### src/rtl/mnad_pkg.sv
// ----------------------------------------------------------------------------
// mnad_pkg
// Shared types and constants for the node announce decoder.
// ----------------------------------------------------------------------------
package mnad_pkg;

  localparam int MaxDepth = 8;
  localparam int LvlW = $clog2(MaxDepth + 1);
  localparam int IdxW = (MaxDepth > 1) ? $clog2(MaxDepth) : 1;

  localparam logic [7:0] TagTrue = 8'hC3;
  localparam logic [7:0] TagU32 = 8'hCE;
  localparam logic [7:0] TagArr16 = 8'hDC;
  localparam logic [31:0] MinElems = 32'd7;
  localparam logic [31:0] NameKey = 32'h01;

  // one accepted byte, as queued between the byte parser and the result stage
  typedef struct packed {
    logic       name_valid;
    logic [7:0] name_byte;
    logic       name_restart;
    logic       last;
    logic       rec_valid;
    logic [31:0] timebase;
    logic [31:0] xfer;
    logic [31:0] sync;
    logic [31:0] cost;
    logic [31:0] flex;
    logic [15:0] name_length;
  } work_t;

  typedef struct packed {
    logic        kind;
    logic [7:0]  name_byte;
    logic        name_restart;
    logic        valid_res;
    logic [31:0] timebase;
    logic [31:0] transfer_limit_kb;
    logic [31:0] sync_limit_kb;
    logic [31:0] cost_value;
    logic [31:0] cost_margin;
    logic [15:0] name_length;
    logic        run_end;
  } res_t;

  typedef struct packed {
    logic [7:0] data_byte;
    logic       is_last;
  } item_t;

endpackage

### src/rtl/mnad_if.sv
// ----------------------------------------------------------------------------
// mnad_if
// Valid/ready channel carrying one payload item.
// ----------------------------------------------------------------------------
interface mnad_in_if;
  logic                 valid;
  logic                 ready;
  mnad_pkg::item_t      payload;
  modport source(output valid, output payload, input ready);
  modport sink(input valid, input payload, output ready);
endinterface

interface mnad_out_if;
  logic                 valid;
  logic                 ready;
  mnad_pkg::res_t       payload;
  modport source(output valid, output payload, input ready);
  modport sink(input valid, input payload, output ready);
endinterface

### src/rtl/mnad_front.sv
// ----------------------------------------------------------------------------
// mnad_front
// Byte parser: walks the msgpack structure one byte per transaction.
// ----------------------------------------------------------------------------
module mnad_front (
  input  logic                   clk,
  input  logic                   rst,
  input  logic                   take,
  input  mnad_pkg::item_t        item,
  output mnad_pkg::work_t        work
);

  localparam logic [3:0] PH_HDR = 4'd0, PH_ELEM0 = 4'd1, PH_TIME = 4'd2,
    PH_ISPN = 4'd3, PH_XFER = 4'd4, PH_SYNC = 4'd5, PH_COSTHDR = 4'd6,
    PH_COST0 = 4'd7, PH_COST1 = 4'd8, PH_COSTX = 4'd9, PH_MAPHDR = 4'd10,
    PH_KEY = 4'd11, PH_VALUE = 4'd12, PH_NAME = 4'd13, PH_HALT = 4'd14;
  localparam logic [2:0] M_TAG = 3'd0, M_COLLECT = 3'd1, M_SKIPTAG = 3'd2,
    M_SKIPRAW = 3'd3, M_SKIPLEN = 3'd4, M_SKIPALEN = 3'd5, M_NAMEBODY = 3'd6;

  logic [3:0]  phase, phase_next;
  logic [2:0]  mode, mode_next;
  logic [16:0] stack [mnad_pkg::MaxDepth];
  // nonzero flag per level lets the settle pop without a search
  logic [mnad_pkg::MaxDepth-1:0] nz, nz_next;
  logic [mnad_pkg::LvlW-1:0] level, level_next;
  logic [16:0] bskip, bskip_next;
  logic [15:0] hshift, hshift_next;
  logic [31:0] acc, acc_next;
  logic [31:0] fs0, fs1, fs2, fs3, fs4, fs0_n, fs1_n, fs2_n, fs3_n, fs4_n;
  logic [15:0] cost_rem, cost_rem_next;
  logic [3:0]  map_rem, map_rem_next;
  logic [15:0] ncount, ncount_next;
  logic        fvalid, fvalid_n, fname, fname_n, frest, frest_n;
  logic        wr_en;
  logic [mnad_pkg::IdxW-1:0] wr_idx;
  logic [16:0] wr_val;
  logic        wr2_en;
  logic [mnad_pkg::IdxW-1:0] wr2_idx;
  logic [16:0] wr2_val;
  logic        emit;
  logic        emit_rest;

  always_comb begin
    logic [7:0]  b;
    logic [31:0] v;
    logic        fin, sk_settle, sk_done, sk_tag, sk_push, sk_raw;
    logic [16:0] push_n, raw_n, top;
    logic [31:0] cnt;
    logic        uint_ok;
    logic [mnad_pkg::LvlW-1:0] lv;
    logic [16:0] bdec;
    logic        nonzero;
    logic [mnad_pkg::MaxDepth-1:0] nzv;
    logic        done;
    b = item.data_byte;
    phase_next = phase; mode_next = mode; nz_next = nz; level_next = level;
    bskip_next = bskip; hshift_next = hshift; acc_next = acc;
    fs0_n = fs0; fs1_n = fs1; fs2_n = fs2; fs3_n = fs3; fs4_n = fs4;
    cost_rem_next = cost_rem; map_rem_next = map_rem; ncount_next = ncount;
    fvalid_n = fvalid; fname_n = fname; frest_n = frest;
    wr_en = 1'b0; wr_idx = '0; wr_val = '0; emit = 1'b0; emit_rest = 1'b0;
    wr2_en = 1'b0; wr2_idx = '0; wr2_val = '0;
    fin = 1'b0; v = '0; sk_settle = 1'b0; sk_done = 1'b0; sk_tag = 1'b0;
    sk_push = 1'b0; sk_raw = 1'b0; push_n = '0; raw_n = '0; cnt = '0;
    uint_ok = 1'b0; lv = level; top = '0; nzv = nz; done = 1'b0;
    bdec = (bskip != '0) ? bskip - 17'd1 : bskip;
    nonzero = 1'b0;

    case (mode)
      M_TAG: begin
        case (phase)
          PH_HDR, PH_COSTHDR: begin
            if (b[7:4] == 4'h9) begin fin = 1'b1; v = {28'd0, b[3:0]}; end
            else if (b == mnad_pkg::TagArr16) begin
              acc_next = '0; bskip_next = 17'd2; mode_next = M_COLLECT;
            end else phase_next = PH_HALT;
          end
          PH_ELEM0, PH_VALUE: begin sk_tag = 1'b1; cnt = 32'd1; end
          PH_TIME, PH_XFER, PH_SYNC, PH_COST0, PH_COST1, PH_KEY: begin
            uint_ok = 1'b1;
            if (b <= 8'h7F) begin fin = 1'b1; v = {24'd0, b}; end
            else if (b == 8'hCC) begin acc_next = '0; bskip_next = 17'd1;
              mode_next = M_COLLECT; end
            else if (b == 8'hCD) begin acc_next = '0; bskip_next = 17'd2;
              mode_next = M_COLLECT; end
            else if (b == mnad_pkg::TagU32) begin acc_next = '0; bskip_next = 17'd4;
              mode_next = M_COLLECT; end
            else uint_ok = 1'b0;
            if (!uint_ok) begin
              if (phase == PH_KEY) begin sk_tag = 1'b1; cnt = 32'd2; end
              else if (phase == PH_COST0 || phase == PH_COST1) begin
                sk_tag = 1'b1; cnt = 32'd1;
              end else phase_next = PH_HALT;
            end
          end
          PH_ISPN: phase_next = (b == mnad_pkg::TagTrue) ? PH_XFER : PH_HALT;
          PH_COSTX: begin sk_tag = 1'b1; cnt = {16'd0, cost_rem}; end
          PH_MAPHDR: begin
            if (b[7:4] == 4'h8 && b[3:0] != 4'd0) begin
              map_rem_next = b[3:0]; phase_next = PH_KEY;
            end else phase_next = PH_HALT;
          end
          PH_NAME: begin
            if (b[7:5] == 3'b101) begin fin = 1'b1; v = {27'd0, b[4:0]}; end
            else if (b == 8'hC4 || b == 8'hD9) begin acc_next = '0;
              bskip_next = 17'd1; mode_next = M_COLLECT; end
            else if (b == 8'hC5) begin acc_next = '0; bskip_next = 17'd2;
              mode_next = M_COLLECT; end
            else begin ncount_next = '0; fname_n = 1'b0; sk_tag = 1'b1;
              cnt = 32'd1; end
          end
          default: ;
        endcase
        if (sk_tag) begin
          // skip_begin: level 1 with count, then tag handling on top
          lv = mnad_pkg::LvlW'(1); top = cnt[16:0]; nzv = '0;
        end
      end
      M_COLLECT: begin
        acc_next = {acc[23:0], b};
        bskip_next = bdec;
        if (bdec == '0) begin fin = 1'b1; v = {acc[23:0], b}; end
      end
      M_SKIPTAG: begin
        sk_tag = 1'b1; top = stack[level[mnad_pkg::IdxW-1:0] - 1'b1];
        if (level == '0) top = '0;
      end
      M_SKIPRAW: begin
        bskip_next = bdec;
        if (bdec == '0) sk_settle = 1'b1;
      end
      M_SKIPLEN, M_SKIPALEN: begin
        hshift_next = {hshift[7:0], b};
        bskip_next = bdec;
        if (bdec == '0) begin
          if (mode == M_SKIPLEN) begin sk_raw = 1'b1; raw_n = {1'b0, hshift[7:0], b}; end
          else begin sk_push = 1'b1; push_n = {1'b0, hshift[7:0], b}; end
        end
      end
      M_NAMEBODY: begin
        emit = 1'b1; emit_rest = frest; frest_n = 1'b0;
        ncount_next = ncount + 16'd1;
        bskip_next = bdec;
        if (bdec == '0) begin fname_n = 1'b1; done = 1'b1; end
      end
      default: phase_next = PH_HALT;
    endcase

    // tag handling while skipping: decrement top, classify
    if (sk_tag) begin
      if (lv == '0) begin phase_next = PH_HALT; mode_next = M_TAG; end
      else begin
        top = top - 17'd1;
        wr_en = 1'b1; wr_idx = mnad_pkg::IdxW'(lv - 1'b1); wr_val = top;
        nzv[mnad_pkg::IdxW'(lv - 1'b1)] = (top != '0);
        level_next = lv; mode_next = M_SKIPTAG; nz_next = nzv;
        if (b <= 8'h7F || b >= 8'hE0 || b == 8'hC0 || b == 8'hC2 || b == 8'hC3)
          sk_settle = 1'b1;
        else if (b[7:4] == 4'h8) begin sk_push = 1'b1; push_n = {12'd0, b[3:0], 1'b0}; end
        else if (b[7:4] == 4'h9) begin sk_push = 1'b1; push_n = {13'd0, b[3:0]}; end
        else if (b[7:5] == 3'b101) begin sk_raw = 1'b1; raw_n = {12'd0, b[4:0]}; end
        else begin
          case (b)
            8'hC4, 8'hD9: begin hshift_next = '0; bskip_next = 17'd1; mode_next = M_SKIPLEN; end
            8'hC5, 8'hDA: begin hshift_next = '0; bskip_next = 17'd2; mode_next = M_SKIPLEN; end
            mnad_pkg::TagArr16: begin hshift_next = '0; bskip_next = 17'd2;
              mode_next = M_SKIPALEN; end
            8'hCC, 8'hD0: begin sk_raw = 1'b1; raw_n = 17'd1; end
            8'hCD, 8'hD1: begin sk_raw = 1'b1; raw_n = 17'd2; end
            8'hCA, 8'hCE, 8'hD2: begin sk_raw = 1'b1; raw_n = 17'd4; end
            8'hCB, 8'hCF, 8'hD3: begin sk_raw = 1'b1; raw_n = 17'd8; end
            default: begin phase_next = PH_HALT; mode_next = M_TAG; end
          endcase
        end
      end
    end

    if (sk_raw) begin
      if (raw_n == '0) sk_settle = 1'b1;
      else begin bskip_next = raw_n; mode_next = M_SKIPRAW; end
    end
    if (sk_push) begin
      if (push_n == '0) sk_settle = 1'b1;
      else if (int'(level_next) >= mnad_pkg::MaxDepth) begin
        phase_next = PH_HALT; mode_next = M_TAG;
      end else begin
        wr2_en = 1'b1; wr2_idx = mnad_pkg::IdxW'(level_next); wr2_val = push_n;
        nz_next[mnad_pkg::IdxW'(level_next)] = 1'b1;
        level_next = level_next + 1'b1; mode_next = M_SKIPTAG;
      end
    end
    if (sk_settle) begin
      // pop to the highest level that still has a nonzero count
      lv = '0;
      for (int i = 0; i < mnad_pkg::MaxDepth; i++)
        if (nz_next[i] && i < int'(level_next)) lv = mnad_pkg::LvlW'(i + 1);
      level_next = lv;
      if (lv == '0) sk_done = 1'b1; else mode_next = M_SKIPTAG;
    end
    if (sk_done) begin
      mode_next = M_TAG;
      case (phase)
        PH_ELEM0: phase_next = PH_TIME;
        PH_COST0: begin fs3_n = '0; phase_next = PH_COST1; end
        PH_COST1: begin fs4_n = '0; phase_next = (cost_rem != '0) ? PH_COSTX : PH_MAPHDR; end
        PH_COSTX: phase_next = PH_MAPHDR;
        PH_KEY, PH_VALUE, PH_NAME: done = 1'b1;
        default: phase_next = PH_HALT;
      endcase
    end
    if (fin) begin
      mode_next = M_TAG;
      case (phase)
        PH_HDR: phase_next = (v < mnad_pkg::MinElems) ? PH_HALT : PH_ELEM0;
        PH_TIME: begin fs0_n = v; phase_next = PH_ISPN; end
        PH_XFER: begin fs1_n = v; phase_next = PH_SYNC; end
        PH_SYNC: begin fs2_n = v; phase_next = PH_COSTHDR; end
        PH_COSTHDR: begin
          if (v < 32'd2) phase_next = PH_HALT;
          else begin fvalid_n = 1'b1; cost_rem_next = 16'(v - 32'd2);
            phase_next = PH_COST0; end
        end
        PH_COST0: begin fs3_n = v; phase_next = PH_COST1; end
        PH_COST1: begin fs4_n = v;
          phase_next = (cost_rem != '0) ? PH_COSTX : PH_MAPHDR; end
        PH_KEY: phase_next = (v == mnad_pkg::NameKey) ? PH_NAME : PH_VALUE;
        PH_NAME: begin
          ncount_next = '0; fname_n = 1'b0; frest_n = 1'b1;
          if (v == '0) begin fname_n = 1'b1; done = 1'b1; end
          else begin bskip_next = {1'b0, v[15:0]}; mode_next = M_NAMEBODY; end
        end
        default: phase_next = PH_HALT;
      endcase
    end
    if (done) begin
      mode_next = M_TAG;
      map_rem_next = map_rem - 4'd1;
      phase_next = (map_rem - 4'd1 == 4'd0) ? PH_HALT : PH_KEY;
    end
    nonzero = |nz_next;
    if (!nonzero) nz_next = nz_next;
  end

  // a push and the decrement of the level below land on different entries
  always_ff @(posedge clk) begin
    for (int i = 0; i < mnad_pkg::MaxDepth; i++) begin
      if (take && wr2_en && int'(wr2_idx) == i) stack[i] <= wr2_val;
      else if (take && wr_en && int'(wr_idx) == i) stack[i] <= wr_val;
    end
  end

  always_ff @(posedge clk) begin
    if (rst || (take && item.is_last)) begin
      phase <= PH_HDR; mode <= M_TAG; nz <= '0; level <= '0; bskip <= '0;
      hshift <= '0; acc <= '0; fs0 <= '0; fs1 <= '0; fs2 <= '0; fs3 <= '0;
      fs4 <= '0; cost_rem <= '0; map_rem <= '0; ncount <= '0;
      fvalid <= 1'b0; fname <= 1'b0; frest <= 1'b0;
    end else if (take) begin
      phase <= phase_next; mode <= mode_next; nz <= nz_next; level <= level_next;
      bskip <= bskip_next; hshift <= hshift_next; acc <= acc_next;
      fs0 <= fs0_n; fs1 <= fs1_n; fs2 <= fs2_n; fs3 <= fs3_n; fs4 <= fs4_n;
      cost_rem <= cost_rem_next; map_rem <= map_rem_next; ncount <= ncount_next;
      fvalid <= fvalid_n; fname <= fname_n; frest <= frest_n;
    end
  end

  always_comb begin
    work.name_valid = emit;
    work.name_byte = item.data_byte;
    work.name_restart = emit_rest;
    work.last = item.is_last;
    work.rec_valid = fvalid_n;
    work.timebase = fs0_n;
    work.xfer = fs1_n;
    work.sync = fs2_n;
    work.cost = fs3_n;
    work.flex = fs4_n;
    work.name_length = fname_n ? ncount_next : 16'd0;
  end

  a_level_bound: assert property (@(posedge clk) disable iff (rst)
    int'(level) <= mnad_pkg::MaxDepth) else $error("stack level overflow");
  a_halt_tag: assert property (@(posedge clk) disable iff (rst)
    phase == PH_HALT |-> mode == M_TAG) else $error("halt with busy mode");
  a_skip_level: assert property (@(posedge clk) disable iff (rst)
    mode == M_SKIPTAG |-> level != '0) else $error("skip with empty stack");

endmodule

### src/rtl/mnad_queue.sv
// ----------------------------------------------------------------------------
// mnad_queue
// Two-entry queue between the parser and the result stage.
// ----------------------------------------------------------------------------
module mnad_queue (
  input  logic             clk,
  input  logic             rst,
  input  logic             push,
  input  mnad_pkg::work_t  din,
  output logic             full,
  output logic             nempty,
  input  logic             pop,
  output mnad_pkg::work_t  dout
);

  mnad_pkg::work_t mem [2];
  logic       wp, rp;
  logic [1:0] cnt;

  assign full = (cnt == 2'd2);
  assign nempty = (cnt != 2'd0);
  assign dout = mem[rp];

  always_ff @(posedge clk) begin
    if (push) mem[wp] <= din;
  end

  always_ff @(posedge clk) begin
    if (rst) begin
      wp <= 1'b0; rp <= 1'b0; cnt <= '0;
    end else begin
      if (push) wp <= ~wp;
      if (pop) rp <= ~rp;
      cnt <= cnt + {1'b0, push} - {1'b0, pop};
    end
  end

  a_no_overrun: assert property (@(posedge clk) disable iff (rst)
    !(push && full)) else $error("queue overrun");
  a_no_underrun: assert property (@(posedge clk) disable iff (rst)
    !(pop && !nempty)) else $error("queue underrun");
  a_cnt_ok: assert property (@(posedge clk) disable iff (rst)
    cnt != 2'd3) else $error("queue count corrupt");

endmodule

### src/rtl/mnad_back.sv
// ----------------------------------------------------------------------------
// mnad_back
// Result stage: turns one queued byte record into zero, one or two results.
// ----------------------------------------------------------------------------
module mnad_back (
  input  logic             clk,
  input  logic             rst,
  input  logic             nempty,
  input  mnad_pkg::work_t  w,
  output logic             pop,
  mnad_out_if.source       res
);

  // second: the name byte of this record has gone, record end is next
  logic second;
  logic has_name, has_end, is_fin, fire;

  assign has_name = w.name_valid && !second;
  assign has_end = w.last;
  assign is_fin = !has_name || !has_end;
  assign fire = res.valid && res.ready;
  assign res.valid = nempty && (has_name || has_end);
  assign pop = nempty && (!(has_name || has_end) || (fire && is_fin));

  always_comb begin
    res.payload = '0;
    if (has_name) begin
      res.payload.name_byte = w.name_byte;
      res.payload.name_restart = w.name_restart;
    end else begin
      res.payload.kind = 1'b1;
      if (w.rec_valid) begin
        res.payload.valid_res = 1'b1;
        res.payload.timebase = w.timebase;
        res.payload.transfer_limit_kb = w.xfer;
        res.payload.sync_limit_kb = w.sync;
        res.payload.cost_value = w.cost;
        res.payload.cost_margin = w.flex;
        res.payload.name_length = w.name_length;
      end
    end
    res.payload.run_end = is_fin;
  end

  always_ff @(posedge clk) begin
    if (rst) second <= 1'b0;
    else if (pop) second <= 1'b0;
    else if (fire) second <= 1'b1;
  end

  a_second_end: assert property (@(posedge clk) disable iff (rst)
    second |-> (nempty && w.last)) else $error("second result without end");
  a_hold: assert property (@(posedge clk) disable iff (rst)
    res.valid && !res.ready |=> res.valid) else $error("result dropped");

endmodule

### src/rtl/msgpack_node_announce_decoder.sv
// ----------------------------------------------------------------------------
// msgpack_node_announce_decoder
// Streaming decoder of a node announce payload, one byte per transaction.
// ----------------------------------------------------------------------------
// The queue registers each accepted byte record before the result stage.
// Throughput: one byte per cycle unless the queue is full; a byte ending
//   the record with a pending name byte: two results in the result stage.
// The two-entry queue decouples the parser from output stalls.
// Reset: synchronous rst returns the parser to expect the outer array header.
module msgpack_node_announce_decoder (
  input  logic      clk,
  input  logic      rst,
  mnad_in_if.sink   in_ch,
  mnad_out_if.source out_ch
);

  logic            take, full, nempty, pop;
  mnad_pkg::work_t w_in, w_out;

  assign in_ch.ready = !full;
  assign take = in_ch.valid && in_ch.ready;

  mnad_front u_front (.clk, .rst, .take, .item(in_ch.payload), .work(w_in));
  mnad_queue u_queue (.clk, .rst, .push(take), .din(w_in), .full, .nempty,
    .pop, .dout(w_out));
  mnad_back u_back (.clk, .rst, .nempty, .w(w_out), .pop, .res(out_ch));

endmodule

### src/flat_wrapper.sv
// flat-port wrapper written by rule: the top's interface ports become plain ports
module msgpack_node_announce_decoder_flat 
  (clk, rst, in_ch_valid, in_ch_payload, in_ch_ready, out_ch_valid, out_ch_payload, out_ch_ready);
  mnad_in_if in_ch_i ();
  mnad_out_if out_ch_i ();
  input  logic clk;
  input  logic rst;
  input wire logic [$bits(in_ch_i.valid)-1:0] in_ch_valid;
  input wire logic [$bits(in_ch_i.payload)-1:0] in_ch_payload;
  output wire logic [$bits(in_ch_i.ready)-1:0] in_ch_ready;
  output wire logic [$bits(out_ch_i.valid)-1:0] out_ch_valid;
  output wire logic [$bits(out_ch_i.payload)-1:0] out_ch_payload;
  input wire logic [$bits(out_ch_i.ready)-1:0] out_ch_ready;
  assign in_ch_i.valid = in_ch_valid;
  assign in_ch_i.payload = in_ch_payload;
  assign in_ch_ready = in_ch_i.ready;
  assign out_ch_valid = out_ch_i.valid;
  assign out_ch_payload = out_ch_i.payload;
  assign out_ch_i.ready = out_ch_ready;
  msgpack_node_announce_decoder u_core (.clk(clk), .rst(rst), .in_ch(in_ch_i), .out_ch(out_ch_i));
endmodule
### config.mk
export PLATFORM = sky130hd
export DESIGN_NAME = msgpack_node_announce_decoder_flat
export DESIGN_NICKNAME = d
export VERILOG_FILES = /design/src/rtl/mnad_pkg.sv /design/src/rtl/mnad_if.sv /design/src/rtl/mnad_front.sv /design/src/rtl/mnad_queue.sv /design/src/rtl/mnad_back.sv /design/src/rtl/msgpack_node_announce_decoder.sv /design/src/flat_wrapper.sv
export SDC_FILE = /design/constraint.sdc
export NUM_CORES = 2
export LEC_CHECK = 0
export BUFFER_PORTS_ARGS = -buffer_cell sky130_fd_sc_hd__buf_2
export CAP_MARGIN = 5
export CELL_PAD_IN_SITES_DETAIL_PLACEMENT = 0
export CELL_PAD_IN_SITES_GLOBAL_PLACEMENT = 2
export CORE_ASPECT_RATIO = 1.1
export CORE_MARGIN = 2
export CORE_UTILIZATION = 43
export CTS_CLUSTER_SIZE = 14
export DETAILED_ROUTE_END_ITERATION = 12
export HOLD_SLACK_MARGIN = 0.08
export PLACE_DENSITY_LB_ADDON = 0.3
export SLEW_MARGIN = 5
export SYNTH_ARGS = -nofsm -noshare
export SYNTH_HDL_FRONTEND = slang
export SYNTH_SLANG_ARGS = --single-unit
### constraint.sdc
create_clock -name clk -period 19.4 [get_ports clk]
set_clock_uncertainty 0.1 [all_clocks]
set_input_delay 3.88 -clock clk [delete_from_list [all_inputs] [get_ports clk]]
set_output_delay 3.88 -clock clk [all_outputs]
set_load 0.02 [all_outputs]
== After elaboration in Yosys (flattened, before gate mapping) ==
Memories as Yosys holds them, arrays and structs flattened. A register that Yosys moved wholly into a read port is not among the register bits.
Index checks and enable logic that the tools add are counted.

* Word-level logic and storage cells: 578
* Memories: 2
* Bits of input ports: 13
* Register bits after elaboration: 280
* Memory bits (writable): 512

* Multiplexer cells: 352
* Add/sub/neg operators: 10
* Reductions and logical operators: 100
* Order comparisons: 17
* Equal/unequal tests: 63
* Bitwise logic cells: 12

{| class="wikitable"
|+ Memories
! name !! depth !! bits a word !! rd ports !! clocked after memory_dff !! wr ports !! line !! RTL
|-
| u_core.u_queue.mem || 2 || 188 || 1 || 1 || 1 || mnad_queue.sv:16 || <nowiki>mnad_pkg::work_t mem [2];</nowiki>
|-
| u_core.u_front.stack || 8 || 17 || 1 || 0 || 2 || mnad_front.sv:22 || <nowiki>logic [16:0] stack [mnad_pkg::MaxDepth];</nowiki>
|}

{| class="wikitable"
|+ Operators with widths
! cell !! number
|-
| 17-bit two-way mux || 53
|-
| 32-bit two-way mux || 15
|-
| 177-bit two-way mux || 2
|-
| 16-bit two-way mux || 21
|-
| 24-bit two-way mux || 9
|-
| 4-bit two-way mux || 42
|-
| 8-bit equality test (second input constant) || 18
|-
| 1-bit two-way mux || 131
|-
| 3-bit two-way mux || 40
|-
| 17-bit one-hot mux with 2 select lines || 3
|-
| 17-bit OR reduction || 6
|-
| 24-bit one-hot mux with 3 select lines || 1
|-
| 17-bit one-hot mux with 4 select lines || 1
|-
| 8-bit two-way mux || 8
|-
| 16-bit one-hot mux with 4 select lines || 1
|-
| 32-bit one-hot mux with 2 select lines || 1
|-
| 17-bit logical NOT || 3
|-
| 17-bit one-hot mux with 3 select lines || 1
|-
| 24-bit one-hot mux with 2 select lines || 1
|-
| 3-bit equality test (second input constant) || 12
|-
| 1-bit logical AND || 36
|-
| 4-bit one-hot mux with 9 select lines || 1
|-
| 17-bit nonzero test || 2
|-
| 17-bit by 1-bit subtractor with 17-bit output (second input constant) || 2
|-
| other kinds (62) || 144
|}

== Depth between registers and ports, before layout ==
* Word-level depth: 43
* Depth in mapped cells: 28
* Depth with buffers taken out: 22

== By module ==
From an unflattened synthesis, not the netlist that was laid out.

* Cell total of the unflattened synthesis: 3,787
* Area, all modules: 39,310.2 um^2

{| class="wikitable"
|+ By module, submodules not included
! module !! cells each !! area each (um^2) !! instances !! seq. area each (um^2)
|-
| mnad_front || 2,958 || 23,716.5 || 1 || 9,429.0
|-
| mnad_queue || 606 || 14,204.9 || 1 || 11,390.9
|-
| mnad_back || 221 || 1,378.8 || 1 || 20.0
|-
| msgpack_node_announce_decoder || 2 || 10.0 || 1 || 0.0
|}

== Worst setup path before layout ==
No wires, ideal clock.

* Path type: input -> register
* From: input in_ch_valid
* To: memory u_core.u_queue.mem[0][0] (netlist name), enable pin
* Stages: 7
* Path buffers: 4
* Arrival time: 12,639 ps
* Setup slack: 5,921 ps
* Required time: 18,560 ps
* Library setup time: 740 ps
* Path through: and2_1 -> clkbuf_1 -> inv_1 -> clkbuf_1 -> clkbuf_1 -> clkbuf_1 -> nor2_1

* Cells in the longest elaborated chain, start to end: 3

{| class="wikitable"
|+ Ends and longest elaborated chain
! item !! line !! RTL
|-
| start: declaration || flat_wrapper.sv:8 || <nowiki>input wire logic [$bits(in_ch_i.valid)-1:0] in_ch_valid;</nowiki>
|-
| 1-bit logical AND || msgpack_node_announce_decoder.sv:21 || <nowiki>assign take = in_ch.valid && in_ch.ready;</nowiki>
|-
| 1-bit two-way mux || mnad_queue.sv:25 || <nowiki>if (push) mem[wp] <= din;</nowiki>
|-
| 1-bit two-way mux (not written as such) || mnad_queue.sv:25 ||
|-
| end: declaration || mnad_queue.sv:16 ||
|}

No other way between the ends.

== Final worst setup path ==
* From: input in_ch_payload[1]
* To: memory u_core.u_queue.mem[0][39] (netlist name), data pin

* Cells in the longest elaborated chain, start to end: 40
* Elaborated cells on any way between the ends: 151

{| class="wikitable"
|+ Ends and longest elaborated chain
! item !! line !! RTL
|-
| start: declaration || flat_wrapper.sv:9 || <nowiki>input wire logic [$bits(in_ch_i.payload)-1:0] in_ch_payload;</nowiki>
|-
| 8-bit equality test || mnad_front.sv:86, mnad_front.sv:163 ||
|-
| 1-bit two-way mux || mnad_front.sv:86 || <nowiki>else if (b == mnad_pkg::TagU32) begin acc_next = '0; bskip_next = 17'd4;</nowiki>
|-
| 1-bit two-way mux || mnad_front.sv:84 || <nowiki>else if (b == 8'hCD) begin acc_next = '0; bskip_next = 17'd2;</nowiki>
|-
| 1-bit two-way mux || mnad_front.sv:82 || <nowiki>else if (b == 8'hCC) begin acc_next = '0; bskip_next = 17'd1;</nowiki>
|-
| 1-bit two-way mux || mnad_front.sv:81 || <nowiki>if (b <= 8'h7F) begin fin = 1'b1; v = {24'd0, b}; end</nowiki>
|-
| 1-bit two-way mux || mnad_front.sv:71 || <nowiki>case (phase)</nowiki>
|-
| 1-bit two-way mux || mnad_front.sv:69 || <nowiki>case (mode)</nowiki>
|-
| 1-bit two-way mux || mnad_front.sv:89 || <nowiki>if (!uint_ok) begin</nowiki>
|-
| (+25 left out) || -- ||
|-
| 4-bit two-way mux || mnad_front.sv:192 || <nowiki>if (sk_settle) begin</nowiki>
|-
| 4-bit logical NOT || mnad_front.sv:198 || <nowiki>if (lv == '0) sk_done = 1'b1; else mode_next = M_SKIPTAG;</nowiki>
|-
| 1-bit two-way mux || mnad_front.sv:198 ||
|-
| 1-bit two-way mux || mnad_front.sv:192 ||
|-
| 32-bit two-way mux || mnad_front.sv:200 || <nowiki>if (sk_done) begin</nowiki>
|-
| 32-bit two-way mux || mnad_front.sv:213 || <nowiki>case (phase)</nowiki>
|-
| 32-bit two-way mux * || mnad_front.sv:211 || <nowiki>if (fin) begin</nowiki>
|-
| net u_core.u_front.fs4_n[23] || mnad_front.sv:29 || <nowiki>logic [31:0] fs0, fs1, fs2, fs3, fs4, fs0_n, fs1_n, fs2_n, fs3_n, fs4_n;</nowiki>
|}

Mark *: on every way through the listed nets, which the timed path passes. The rest lies on a longest branch. The select of a mux whose other input is x is not followed.

==> summary.txt <==
Floorplan
  • Rows: 112
  • Die height: 311 um
  • I/O pin cnt: 203
  • DIE AREA: between 80,000 and 90,000 um^2
  • Die W: 284 um
  • Starting Density: a little over two fifths
  • Area of the core: 85,100 um^2

Placed design
  • Final HPWL DP: 77,100 um
  • Gpl congestion: 0.916
  • Area post-placement: about 39,000 um^2
  • Port Buffers: 202

Timing
  • Final setup viols: 0
  • Peak Freq: around 0.090 GHz
  • Fin crit share: 57.0%
  • Min cycle time layout: approximately 11 ns
  • Slew @ Worst Pin: 1.22 ns
  • RSZ-0062 raised after global routing: no
  • Final Max Tran Viols: 0
  • Fin Setup TNS: 0 ns
  • Rel. slew slack: 18.6%
  • Final hold violation count: 0

Synth
  • Most frequent cells after synthesis: nand2_1 (519), edfxtp_1 (512), nor2_1 (470)
  • Synth top area cells: edfxtp_1 (42%), dfxtp_1 (15%), mux2i_1 (6.2%)
  • Avg Cell Area, Syn: about 10 um^2
  • Post-synth EDFFs: 512
  • Yosys reg bits: 785
  • Synth Flop Type: edfxtp_1
  • Async S/R FF share, synth: 0%
  • Synthesized Nets: 3,664
  • Most numerous cell in the Yosys netlist: nand2_1
  • Post-synthesis cell count: 3,637
  • Synth cell types: 91
  • Seq/Total Area, Yosys: approximately 56%
  • Area leader, netlist: edfxtp_1
  • Top-area cell type share of the netlist area: approximately two fifths
  • Synth warnings: 0
  • Cell area after synthesis: 37,000 um^2

Critical path
  • Worst path arrival time: around 11 ns
  • CP endpoint kind: flip-flop
  • Crit-path max FO: 32
  • CP max-delay cell: nor4_4
  • CP dominant cell by count: buf_4
  • Crit path max-delay family: compound AO/OA/AOI/OAI gates
  • CP max stage delay: 0.65 ns
  • Critical Path Start Type: primary input
  • Setup CP Type: in2reg
  • CP Data Required Time: 19.68 ns
  • CP bufs+invs: 7

Layout
  • Final #Nets: 3,757
  • Area Overhead vs Synth: 12.8%
  • Fillers: 7,872
  • Final std cell area, no fill: 41,700 um^2
  • Share of cells above drive strength 1: 12.9%

Routing
  • DRT antenna net count: 0
  • Detailed-route DRC error count: 0
  • DRT Wirelength: 119,000 um
  • DR iter-0 viols: 2,650
  • Avg WL per Cell: 24.1 um
  • Vias per cell: 5.87
  • Detailed-route via count: 29.0k
  • Pre-antenna DRT Iters: 6

Worst hold path
  • Hold WC Path Type: reg2reg

Global routing
  • Vias in the first global route: 27.9k
  • First-pass GRT wire length: roughly 180,000 um
  • Total GRT Usage: 26.3%
  • Initial antenna violation count: 4
  • Total gr overflow: 0
  • Largest net degree at the start of global routing: around 190

Clock network
  • # resized after CTS: 0
  • Clock-pin slew on the worst setup and hold paths: 0.06 ns
  • CTS Hold Bufs: 0
  • Clock buffer depth: 3
  • Setup bufs post-CTS: 0
  • Worst-Skew Late Latency: around 0.66 ns
  • Sink Count: 785
  • CTS H-Tree Depth: 3
  • CTS root buffer: clkbuf_16
  • Num CTS Buffers: 85
  • TritonCTS clock tree: done

Power and ir drop
  • Pwr/cell area: 121 nW/um^2
  • VDD IR max: ~0.000078 V
  • Leak: about 15 nW

Run status
  • Status: completed

Job
  • Max-cap check violation count: 0
## power breakdown
part / switching (mW) / internal (mW)
Sequential: 0.0573 / 1.95
Clock: 0.688 / 0.931
Combinational: 1.02 / 0.421
Total: 1.76 / 3.30
## logic make-up after synthesis
logic type	after synthesis	share of synthesized area (%)
XOR/XNOR	38	0.921
AO/OA/AOI/OAI	905	15.2
buffers and inverters	295	3.26
multiplexers	269	8.16
AND/OR/NAND/NOR	1331	15.6
flip-flops	785	56.4
adder cells (fa/ha/maj)	14	0.474
## layout by cell type, fill, tap and decap left out, types with 18 or more instances in the layout
master | netlist | routed
nand4_1 | 23 | 23
inv_1 | 29 | 28
clkbuf_16 | 0 | 86
buf_2 | 28 | 202
mux2i_1 | 230 | 230
a22oi_1 | 45 | 45
a22o_1 | 34 | 34
o2bb2ai_1 | 36 | 36
and3_1 | 19 | 18
xnor2_1 | 23 | 23
o21ai_0 | 358 | 353
nand2_1 | 519 | 516
dfxtp_1 | 273 | 271
or3_1 | 18 | 18
edfxtp_1 | 512 | 512
nor4_1 | 24 | 24
nor2b_1 | 24 | 24
clkbuf_1 | 188 | 26
nor3_1 | 90 | 90
nor2_1 | 470 | 468
a21oi_1 | 214 | 211
nand3_1 | 63 | 62
a31oi_1 | 22 | 22
mux4_2 | 23 | 23
buf_4 | 5 | 67
## worst register-to-register path, stage by stage, from the launching register on
cell and delay, ns:
dfxtp_2 0.31, buf_4 0.59, inv_1 0.10, buf_4 0.26
ha_2 0.37, buf_4 0.60, mux2_2 0.44, o311ai_0 0.32
nor4_1 0.19, a2111oi_1 0.62, and3_1 0.30, nand3_1 0.11
xnor2_1 0.29, nand4_1 0.26, or2_0 0.52, o31ai_1 0.68
a41oi_1 0.33, nor4_4 0.59, and2_4 0.32, o21ai_2 0.06
buf_4 0.28, a22o_1 0.32
## stage by stage
stage / hold WS [ns] / instances / total power, mW / setup slack, ns / util (%)
2_1_floorplan: 0.325 / 3637 / 3.03 / 5.92 / -
3_3_place_gp: 0.334 / 4783 / 3.46 / 8.02 / 45.8
3_5_place_dp: 0.342 / 4783 / 3.48 / 7.89 / 45.8
4_1_cts: 0.354 / 4942 / 5.09 / 8.55 / 49.0
5_1_grt: 0.371 / 4942 / 5.29 / 7.95 / 49.0
6_report: 0.352 / 4943 / 5.06 / 8.33 / 49.0
## final timing paths
path | end | cells after the start | slack, ns | from
setup / recovery | u_core.u_queue.mem[0][39] | 27 | 8.33 | in_ch_payload[1]
hold / removal | u_core.u_front.fs4[24] | 2 | 0.35 | u_core.u_front.fs4[24]
setup reg to reg | u_core.u_queue.mem[0][39] | 21 | 11.13 | u_core.u_front.level[0]
hold reg to reg | u_core.u_front.fs4[24] | 2 | 0.35 | u_core.u_front.fs4[24]
## state kept, by name (all words and copies together), names as in the netlist, named ones only
signal                   flops
u_core.u_front.frest         1
u_core.u_front.fname         1
u_core.u_front.phase         4
u_core.u_front.fs2          32
u_core.u_front.cost_rem     16
u_core.u_front.fs4          32
u_core.u_front.bskip        17
u_core.u_queue.cnt           2
u_core.u_front.fs3          32
u_core.u_front.level         4
u_core.u_front.fvalid        1
u_core.u_front.fs0          32
u_core.u_queue.wp            1
u_core.u_queue.rp            1
u_core.u_front.fs1          32
u_core.u_queue.mem         376
u_core.u_front.stack       136
u_core.u_front.hshift        8
u_core.u_front.ncount       16
u_core.u_front.nz            8
u_core.u_front.mode          3
u_core.u_front.acc          24
u_core.u_front.map_rem       4
u_core.u_back.second         1
## layer usage
| layer | vias up | global-route usage (%) | part of all wire (%) |
|---|---|---|---|
| li1 | 13453 | - | - |
| met1 | 14219 | 33.8 | 41 |
| met4 | 0 | 11.4 | 4.3 |
| met2 | 1119 | 44.1 | 48 |
| met3 | 229 | 3.95 | 6.4 |
| met5 | - | 0 | 0 |
## layout make-up
type	count	area, um^2	area share, %
antenna	1	2.50	0.00600
clock buffer	119	2350	5.63
clock inverter	40	427	1.02
inverter	31	121	0.291
multi-input combinational	2557	15000	36.0
sequential	785	20800	50.0
tap	1140	1430	3.42
timing repair buffer	270	1530	3.68
(Power assumes the default switching activity.)
